==> src/rtl/core/tae_pkg.sv <==
`timescale 1ns / 1ps
`default_nettype none

package tae_pkg;

   // Alarm state codes
   localparam logic [2:0] ST_OK    = 3'd0;
   localparam logic [2:0] ST_LOW1  = 3'd1;
   localparam logic [2:0] ST_LOW2  = 3'd2;
   localparam logic [2:0] ST_HIGH1 = 3'd3;
   localparam logic [2:0] ST_HIGH2 = 3'd4;
   localparam logic [2:0] ST_EMERG = 3'd5;

   // Lock period codes
   localparam logic [3:0] LOCK_OK     = 4'd1;
   localparam logic [3:0] LOCK_FIRST  = 4'd15;
   localparam logic [3:0] LOCK_SECOND = 4'd10;
   localparam logic [3:0] LOCK_EMERG  = 4'd15;

   // Action bit codes: bit2 main heater, bit1 backup heater, bit0 alert
   localparam logic [2:0] ACT_OK         = 3'd4;
   localparam logic [2:0] ACT_LOW        = 3'd6;
   localparam logic [2:0] ACT_HIGH       = 3'd0;
   localparam logic [2:0] ACT_LOW_ALERT  = 3'd7;
   localparam logic [2:0] ACT_HIGH_ALERT = 3'd1;

   // Register indexes
   localparam logic [1:0] REG_MAX_LIMIT = 2'd0;
   localparam logic [1:0] REG_MIN_LIMIT = 2'd1;

   // Reset values of the limits
   localparam logic signed [7:0] MAX_LIMIT_RESET = 8'sd100;
   localparam logic signed [7:0] MIN_LIMIT_RESET = 8'sd0;

   // One result item
   typedef struct packed {
      logic [3:0]        lock_period;
      logic [2:0]        action_bits;
      logic [2:0]        alarm_state;
      logic signed [7:0] sample_echo;
   } tae_result_type;

   // Handshake between the input stage and the result stage
   typedef struct packed {
      logic valid;
      logic advance;
   } tae_stage_ctrl_type;

endpackage

`default_nettype wire

==> src/rtl/core/tae_input_stage.sv <==
`timescale 1ns / 1ps
`default_nettype none

module tae_input_stage (
   input  wire logic              clock,
   input  wire logic              reset,
   input  wire logic              req_valid,
   output logic                   req_ready,
   input  wire logic signed [7:0] req_sample_temp,
   input  wire logic              out_free,
   output tae_pkg::tae_stage_ctrl_type ctrl,
   output logic signed [7:0]      sample
);

   logic              valid_ff;
   logic              valid_in;
   logic signed [7:0] sample_ff;
   logic              advance;
   logic              take;

   // Move the held sample on whenever the result register can take it
   assign advance   = valid_ff & out_free;
   assign req_ready = ~valid_ff | advance;
   assign take      = req_valid & req_ready;

   always_comb begin
      valid_in = valid_ff;
      if (take) begin
         valid_in = 1'b1;
      end else if (advance) begin
         valid_in = 1'b0;
      end
   end

   always_ff @(posedge clock) begin
      if (reset) begin
         valid_ff <= 1'b0;
      end else begin
         valid_ff <= valid_in;
      end
   end

   // Capture the sample on each input transfer
   always_ff @(posedge clock) begin
      if (take) begin
         sample_ff <= req_sample_temp;
      end
   end

   assign ctrl.valid   = valid_ff;
   assign ctrl.advance = advance;
   assign sample       = sample_ff;

endmodule

`default_nettype wire

==> src/rtl/core/tae_alarm_core.sv <==
`timescale 1ns / 1ps
`default_nettype none

module tae_alarm_core (
   input  wire logic              clock,
   input  wire logic              reset,
   input  wire logic              step,
   input  wire logic signed [7:0] sample,
   input  wire logic signed [7:0] max_limit,
   input  wire logic signed [7:0] min_limit,
   output tae_pkg::tae_result_type result
);

   logic [2:0]        mode_ff;
   logic [2:0]        mode_in;
   logic signed [7:0] prev_ff;
   logic              low;
   logic              high;
   logic [3:0]        lock;
   logic [2:0]        act;

   assign low  = sample < min_limit;
   assign high = sample > max_limit;

   // Next alarm state and the codes that go with it
   always_comb begin
      mode_in = tae_pkg::ST_OK;
      lock    = tae_pkg::LOCK_OK;
      act     = tae_pkg::ACT_OK;
      unique case (mode_ff)
         tae_pkg::ST_LOW1: begin
            priority if (low) begin
               if (sample <= prev_ff) begin
                  mode_in = tae_pkg::ST_LOW2;
                  lock    = tae_pkg::LOCK_SECOND;
               end else begin
                  mode_in = tae_pkg::ST_LOW1;
                  lock    = tae_pkg::LOCK_FIRST;
               end
               act = tae_pkg::ACT_LOW;
            end else if (high) begin
               mode_in = tae_pkg::ST_HIGH1;
               lock    = tae_pkg::LOCK_FIRST;
               act     = tae_pkg::ACT_HIGH;
            end else begin
               // In range: keep the OK codes
            end
         end
         tae_pkg::ST_LOW2: begin
            priority if (low) begin
               mode_in = tae_pkg::ST_EMERG;
               lock    = tae_pkg::LOCK_EMERG;
               act     = tae_pkg::ACT_LOW_ALERT;
            end else if (high) begin
               mode_in = tae_pkg::ST_HIGH1;
               lock    = tae_pkg::LOCK_FIRST;
               act     = tae_pkg::ACT_HIGH;
            end else begin
               // In range: keep the OK codes
            end
         end
         tae_pkg::ST_HIGH1: begin
            priority if (low) begin
               mode_in = tae_pkg::ST_LOW1;
               lock    = tae_pkg::LOCK_FIRST;
               act     = tae_pkg::ACT_LOW;
            end else if (high) begin
               if (sample >= prev_ff) begin
                  mode_in = tae_pkg::ST_HIGH2;
                  lock    = tae_pkg::LOCK_SECOND;
               end else begin
                  mode_in = tae_pkg::ST_HIGH1;
                  lock    = tae_pkg::LOCK_FIRST;
               end
               act = tae_pkg::ACT_HIGH;
            end else begin
               // In range: keep the OK codes
            end
         end
         tae_pkg::ST_HIGH2: begin
            // High is tested first here
            priority if (high) begin
               mode_in = tae_pkg::ST_EMERG;
               lock    = tae_pkg::LOCK_EMERG;
               act     = tae_pkg::ACT_HIGH_ALERT;
            end else if (low) begin
               mode_in = tae_pkg::ST_LOW1;
               lock    = tae_pkg::LOCK_FIRST;
               act     = tae_pkg::ACT_LOW;
            end else begin
               // In range: keep the OK codes
            end
         end
         tae_pkg::ST_EMERG: begin
            priority if (high) begin
               mode_in = tae_pkg::ST_EMERG;
               lock    = tae_pkg::LOCK_EMERG;
               act     = tae_pkg::ACT_HIGH_ALERT;
            end else if (low) begin
               mode_in = tae_pkg::ST_EMERG;
               lock    = tae_pkg::LOCK_EMERG;
               act     = tae_pkg::ACT_LOW_ALERT;
            end else begin
               // In range: keep the OK codes
            end
         end
         default: begin
            // OK, and the unreachable codes behave the same
            priority if (low) begin
               mode_in = tae_pkg::ST_LOW1;
               lock    = tae_pkg::LOCK_FIRST;
               act     = tae_pkg::ACT_LOW;
            end else if (high) begin
               mode_in = tae_pkg::ST_HIGH1;
               lock    = tae_pkg::LOCK_FIRST;
               act     = tae_pkg::ACT_HIGH;
            end else begin
               // In range: keep the OK codes
            end
         end
      endcase
   end

   // Advance the state and remember the sample once per processed item
   always_ff @(posedge clock) begin
      if (reset) begin
         mode_ff <= tae_pkg::ST_OK;
         prev_ff <= 8'sd0;
      end else if (step) begin
         mode_ff <= mode_in;
         prev_ff <= sample;
      end
   end

   assign result.lock_period = lock;
   assign result.action_bits = act;
   assign result.alarm_state = mode_in;
   assign result.sample_echo = sample;

endmodule

`default_nettype wire

==> src/rtl/core/temperature_alarm_escalation_unit.sv <==
`timescale 1ns / 1ps
// Flow: an accepted sample waits in the input register and moves into the
// result register, onto the outputs, once that register is free; it then
// transfers when the receiver is ready. Throughput: one sample per cycle
// while rsp_ready is high; input and result registers form a two-stage
// pipeline, with one compare-and-select step for the alarm state between.
// Reset: synchronous, clears both stages, sets the state to OK, the stored
// sample to zero and the limits to 100 (max) and 0 (min).
`default_nettype none

module temperature_alarm_escalation_unit (
   input  wire logic              clock,
   input  wire logic              reset,
   input  wire logic              req_valid,
   output logic                   req_ready,
   input  wire logic signed [7:0] req_sample_temp,
   output logic                   rsp_valid,
   input  wire logic              rsp_ready,
   output logic [3:0]             rsp_lock_period,
   output logic [2:0]             rsp_action_bits,
   output logic [2:0]             rsp_alarm_state,
   output logic signed [7:0]      rsp_sample_echo,
   input  wire logic              csr_wr_en,
   input  wire logic [1:0]        csr_index,
   input  wire logic [7:0]        csr_wdata
);

   logic signed [7:0]           max_limit_ff;
   logic signed [7:0]           min_limit_ff;
   logic                        rsp_valid_ff;
   logic                        rsp_valid_in;
   tae_pkg::tae_result_type     result_ff;
   tae_pkg::tae_result_type     result_in;
   tae_pkg::tae_stage_ctrl_type in_ctrl;
   logic signed [7:0]           stage_sample;
   logic                        out_free;

   // Limit registers
   always_ff @(posedge clock) begin
      if (reset) begin
         max_limit_ff <= tae_pkg::MAX_LIMIT_RESET;
         min_limit_ff <= tae_pkg::MIN_LIMIT_RESET;
      end else if (csr_wr_en) begin
         if (csr_index == tae_pkg::REG_MAX_LIMIT) begin
            max_limit_ff <= csr_wdata;
         end
         if (csr_index == tae_pkg::REG_MIN_LIMIT) begin
            min_limit_ff <= csr_wdata;
         end
      end
   end

   // Result register is free when empty or draining this cycle
   assign out_free = ~rsp_valid_ff | rsp_ready;

   tae_input_stage u_input (
      .clock           (clock),
      .reset           (reset),
      .req_valid       (req_valid),
      .req_ready       (req_ready),
      .req_sample_temp (req_sample_temp),
      .out_free        (out_free),
      .ctrl            (in_ctrl),
      .sample          (stage_sample)
   );

   tae_alarm_core u_core (
      .clock     (clock),
      .reset     (reset),
      .step      (in_ctrl.advance),
      .sample    (stage_sample),
      .max_limit (max_limit_ff),
      .min_limit (min_limit_ff),
      .result    (result_in)
   );

   always_comb begin
      rsp_valid_in = rsp_valid_ff;
      if (in_ctrl.advance) begin
         rsp_valid_in = 1'b1;
      end else if (rsp_ready) begin
         rsp_valid_in = 1'b0;
      end
   end

   always_ff @(posedge clock) begin
      if (reset) begin
         rsp_valid_ff <= 1'b0;
      end else begin
         rsp_valid_ff <= rsp_valid_in;
      end
   end

   // Load the result whenever a sample moves out of the input stage
   always_ff @(posedge clock) begin
      if (in_ctrl.valid && out_free) begin
         result_ff <= result_in;
      end
   end

   assign rsp_valid       = rsp_valid_ff;
   assign rsp_lock_period = result_ff.lock_period;
   assign rsp_action_bits = result_ff.action_bits;
   assign rsp_alarm_state = result_ff.alarm_state;
   assign rsp_sample_echo = result_ff.sample_echo;

endmodule

`default_nettype wire
==> config.mk <==
export PLATFORM = sky130hd
export DESIGN_NAME = temperature_alarm_escalation_unit
export DESIGN_NICKNAME = d
export VERILOG_FILES = /design/src/rtl/core/tae_pkg.sv /design/src/rtl/core/tae_input_stage.sv /design/src/rtl/core/tae_alarm_core.sv /design/src/rtl/core/temperature_alarm_escalation_unit.sv
export SDC_FILE = /design/constraint.sdc
export NUM_CORES = 1
export LEC_CHECK = 0
export ABC_CLOCK_PERIOD_IN_PS = 5300
export BUFFER_PORTS_ARGS = -buffer_cell sky130_fd_sc_hd__buf_2
export CORE_MARGIN = 4
export CORE_UTILIZATION = 35
export CTS_BUF_LIST = sky130_fd_sc_hd__clkbuf_16
export CTS_CLUSTER_DIAMETER = 100
export DETAILED_ROUTE_END_ITERATION = 6
export PLACE_DENSITY = 0.6
export SYNTH_ARGS = -nofsm -noshare
export SYNTH_HDL_FRONTEND = slang
export SYNTH_HIERARCHICAL = 1
export SYNTH_SLANG_ARGS = --single-unit
export TNS_END_PERCENT = 20
==> constraint.sdc <==
create_clock -name clock -period 5.3 [get_ports clock]
set_input_delay 1.325 -clock clock [delete_from_list [all_inputs] [get_ports clock]]
set_output_delay 1.325 -clock clock [all_outputs]
set_load 0.05 [all_outputs]
==> qor.csv <==
metric;value;unit
mapped cell area;2990;sq um
Die ar.;10100;sq um
final instance area;3360;sq um
clock buffer depth;2;
Setup Fix Bufs, Post-CTS;0;
Hold Buf Count CTS;0;
n_diodes;0;
WL met2;2.41;mm
Synth cell types;50;
Power Dens Cells;290;nW/um^2
Worst path slowest cell;buf_2;
CTS tree;done;
CP arrival;1970;ps
row count;33;
Clock Root Buffer;clkbuf_16;
nature of the critical path startpoint;input pin;
Starting Density;36.2;%
FF+latch count, synth;55;
slew margin rel.;48.5;%
drt via density;4.78;
Post-synth EDFFs;26;
Total Wirelength;5.47;mm
CP max stage delay;210;ps
area of the multi-input gates;1380;sq um
Post-DP HPWL;4.23;mm
Slew Limit Fails;0;
Final Non-Filler Cells;418;
Critical Path Fanout Max;4;
Tightest Pin Transition;773;ps
Required @ worst endpoint;3970;ps
first-pass GRT wire length;9.37;mm
Setup TNS;0;ps
detailed-route via count;1999;
final-report hold violation count;0;
RSZ-0062 raised after global routing;false;
register area share after synthesis;45.6;%
area grow syn2layout;12.4;%
H-tree levels;2;
clk_skew;10.2;ps
Reg area;1360;sq um
crit-path cells;buf_2, nand2b_1, nand2b_4, buf_2;
Post-DRT Antenna Nets;0;
# fillers;833;
nets;359;
Lkg Pwr;1.34;nW
Max Used Layer;met4;
Initial DRC Count;49;
largest area contributor in the netlist;edfxtp_1;
vias in the first global route;1968;
CP Buf/Inv Count;2;
CORE AREA;8260;sq um
crit path capture type;primary output;
GPL Wtd Cong;0.783;
DRC Markers;0;
Placement Cell Area;3210;sq um
most frequent cell after synthesis;inv_1;
Design Power;0.972;mW
delay-heaviest family, CP;simple AND/OR/NAND/NOR gates;
fmax;304;MHz
clock sink count;55;
Die X-Extent;100;um
final worst path period share;62.2;%
Post-synth top cells;inv_1, dfxtp_1, edfxtp_1, nor2_1;
number of max-cap violations;0;
crit path kind;input pin to primary output;
antenna violations before repair;0;
syn_nets;329;
CTS resizes;0;
Yosys top cell area share;26.1;%
Final setup viols;0;
worst skew pair latency;300;ps
Ys Warns;6;
routed wl met3;249;um
Area contributors post-synth;edfxtp_1, dfxtp_1, ha_1;
asr flop ratio synth;0;%
Crit path top cell by count;buf_2;
maximum vdd drop;0.000133;V
wl on met1;2.74;mm
Avg Cell Area, Syn;10.6;sq um
cells after synthesis;282;
share of layout cells above drive strength 1;20.8;%
total CTS buffers;5;
Clock Pin Slew Worst Setup and Hold Paths;80;ps
I/O pins;43;
Inst Count DP;410;
Initial DRT Pass Iterations;4;
minimum clock period after layout;3290;ps
die height;100;um
grt total ovfl;0;
total track usage;11.8;%
port bufs;42;
status;complete, no violations;
worst hold margin;479;ps
Main synth FF type;dfxtp_1;
largest net degree at the start of global routing;42;
min-delay worst type;register to register;
DR WL/cell;13.1;um
-- logic make-up after synthesis --
family | count (synthesis) | share of synthesized area, %
muxes | 24 | 8.04
adders and majority gates | 24 | 10.1
buffers and inverters | 51 | 8.13
and+or+nand+nor | 88 | 17.3
AOI/OAI and AO/OA | 40 | 10.9
DFF | 55 | 45.6
-- final timing paths --
check	endpoint	cells after the start	slack, ps	from
setup / recovery	req_ready	4	2010	rsp_ready
hold / removal	min_limit_ff[4]	2	480	min_limit_ff[4]
setup reg to reg	u_core/mode_ff[2]	7	2750	u_input/sample[5]
hold reg to reg	min_limit_ff[4]	2	480	min_limit_ff[4]
-- cell usage in the layout, fill, tap and decap left out, types with 2 or more instances in the layout --
master	count
a21oi_1	9
o221ai_1	2
nand2_1	3
nor3_1	5
clkbuf_16	5
nor3b_1	2
mux2i_1	24
a211o_1	2
nand2b_4	2
nor2_1	26
o41ai_2	2
and2_1	2
o21ai_0	6
ha_1	24
and2b_1	2
dfxtp_1	29
buf_2	42
nor2b_1	6
o32ai_1	2
nand2b_1	22
o31ai_1	2
edfxtp_1	26
nand3_1	4
nand4_1	6
a211oi_1	2
inv_1	32
inv_6	2
-- routing by layer --
metal / global-route usage [%] / up-vias
li1: - / 1038
met1: 16.0 / 913
met2: 18.4 / 40
met3: 2.92 / 8
met4: 3.73 / 0
met5: 0 / -
-- final cells by class --
type,instances,share of cell area [%]
Inverter,32,3.58
Sequential cell,55,40.6
Multi-Input combinational cell,176,41.2
Timing Repair Buffer,42,6.26
Tap cell,105,3.91
Clock inverter,3,0.783
Clock buffer,5,3.73
-- metrics by stage --
step           worst slack, ps  utilization, %
6_report                  2010            40.7
3_5_place_dp              2000            38.8
2_1_floorplan             2250               -
3_3_place_gp              2010            38.8
4_1_cts                   2000            40.7
5_1_grt                   1950            40.7
-- state kept, by name, indices dropped and copies added, names as in the netlist --
signal	count
max_limit_ff	8
min_limit_ff	8
rsp_action_bits	3
rsp_alarm_state	3
rsp_lock_period	4
rsp_sample_echo	8
rsp_valid	1
u_core/mode_ff	3
u_core/prev_ff	8
u_input/sample	8
u_input/valid_ff	1
-- worst min-delay path: stages, from the launching register on --
cell      delay, ps
dfxtp_1         310
nand2b_1         70
mux2i_1          60
-- report_power, final --
part	internal [mW]	leakage [nW]	switching, mW
clock network	0.180	0.0748	0.156
registers	0.469	0.478	0.0143
logic	0.0567	0.786	0.0967
total	0.705	1.34	0.267
No activity file was read; power rests on OpenSTA's default activity.
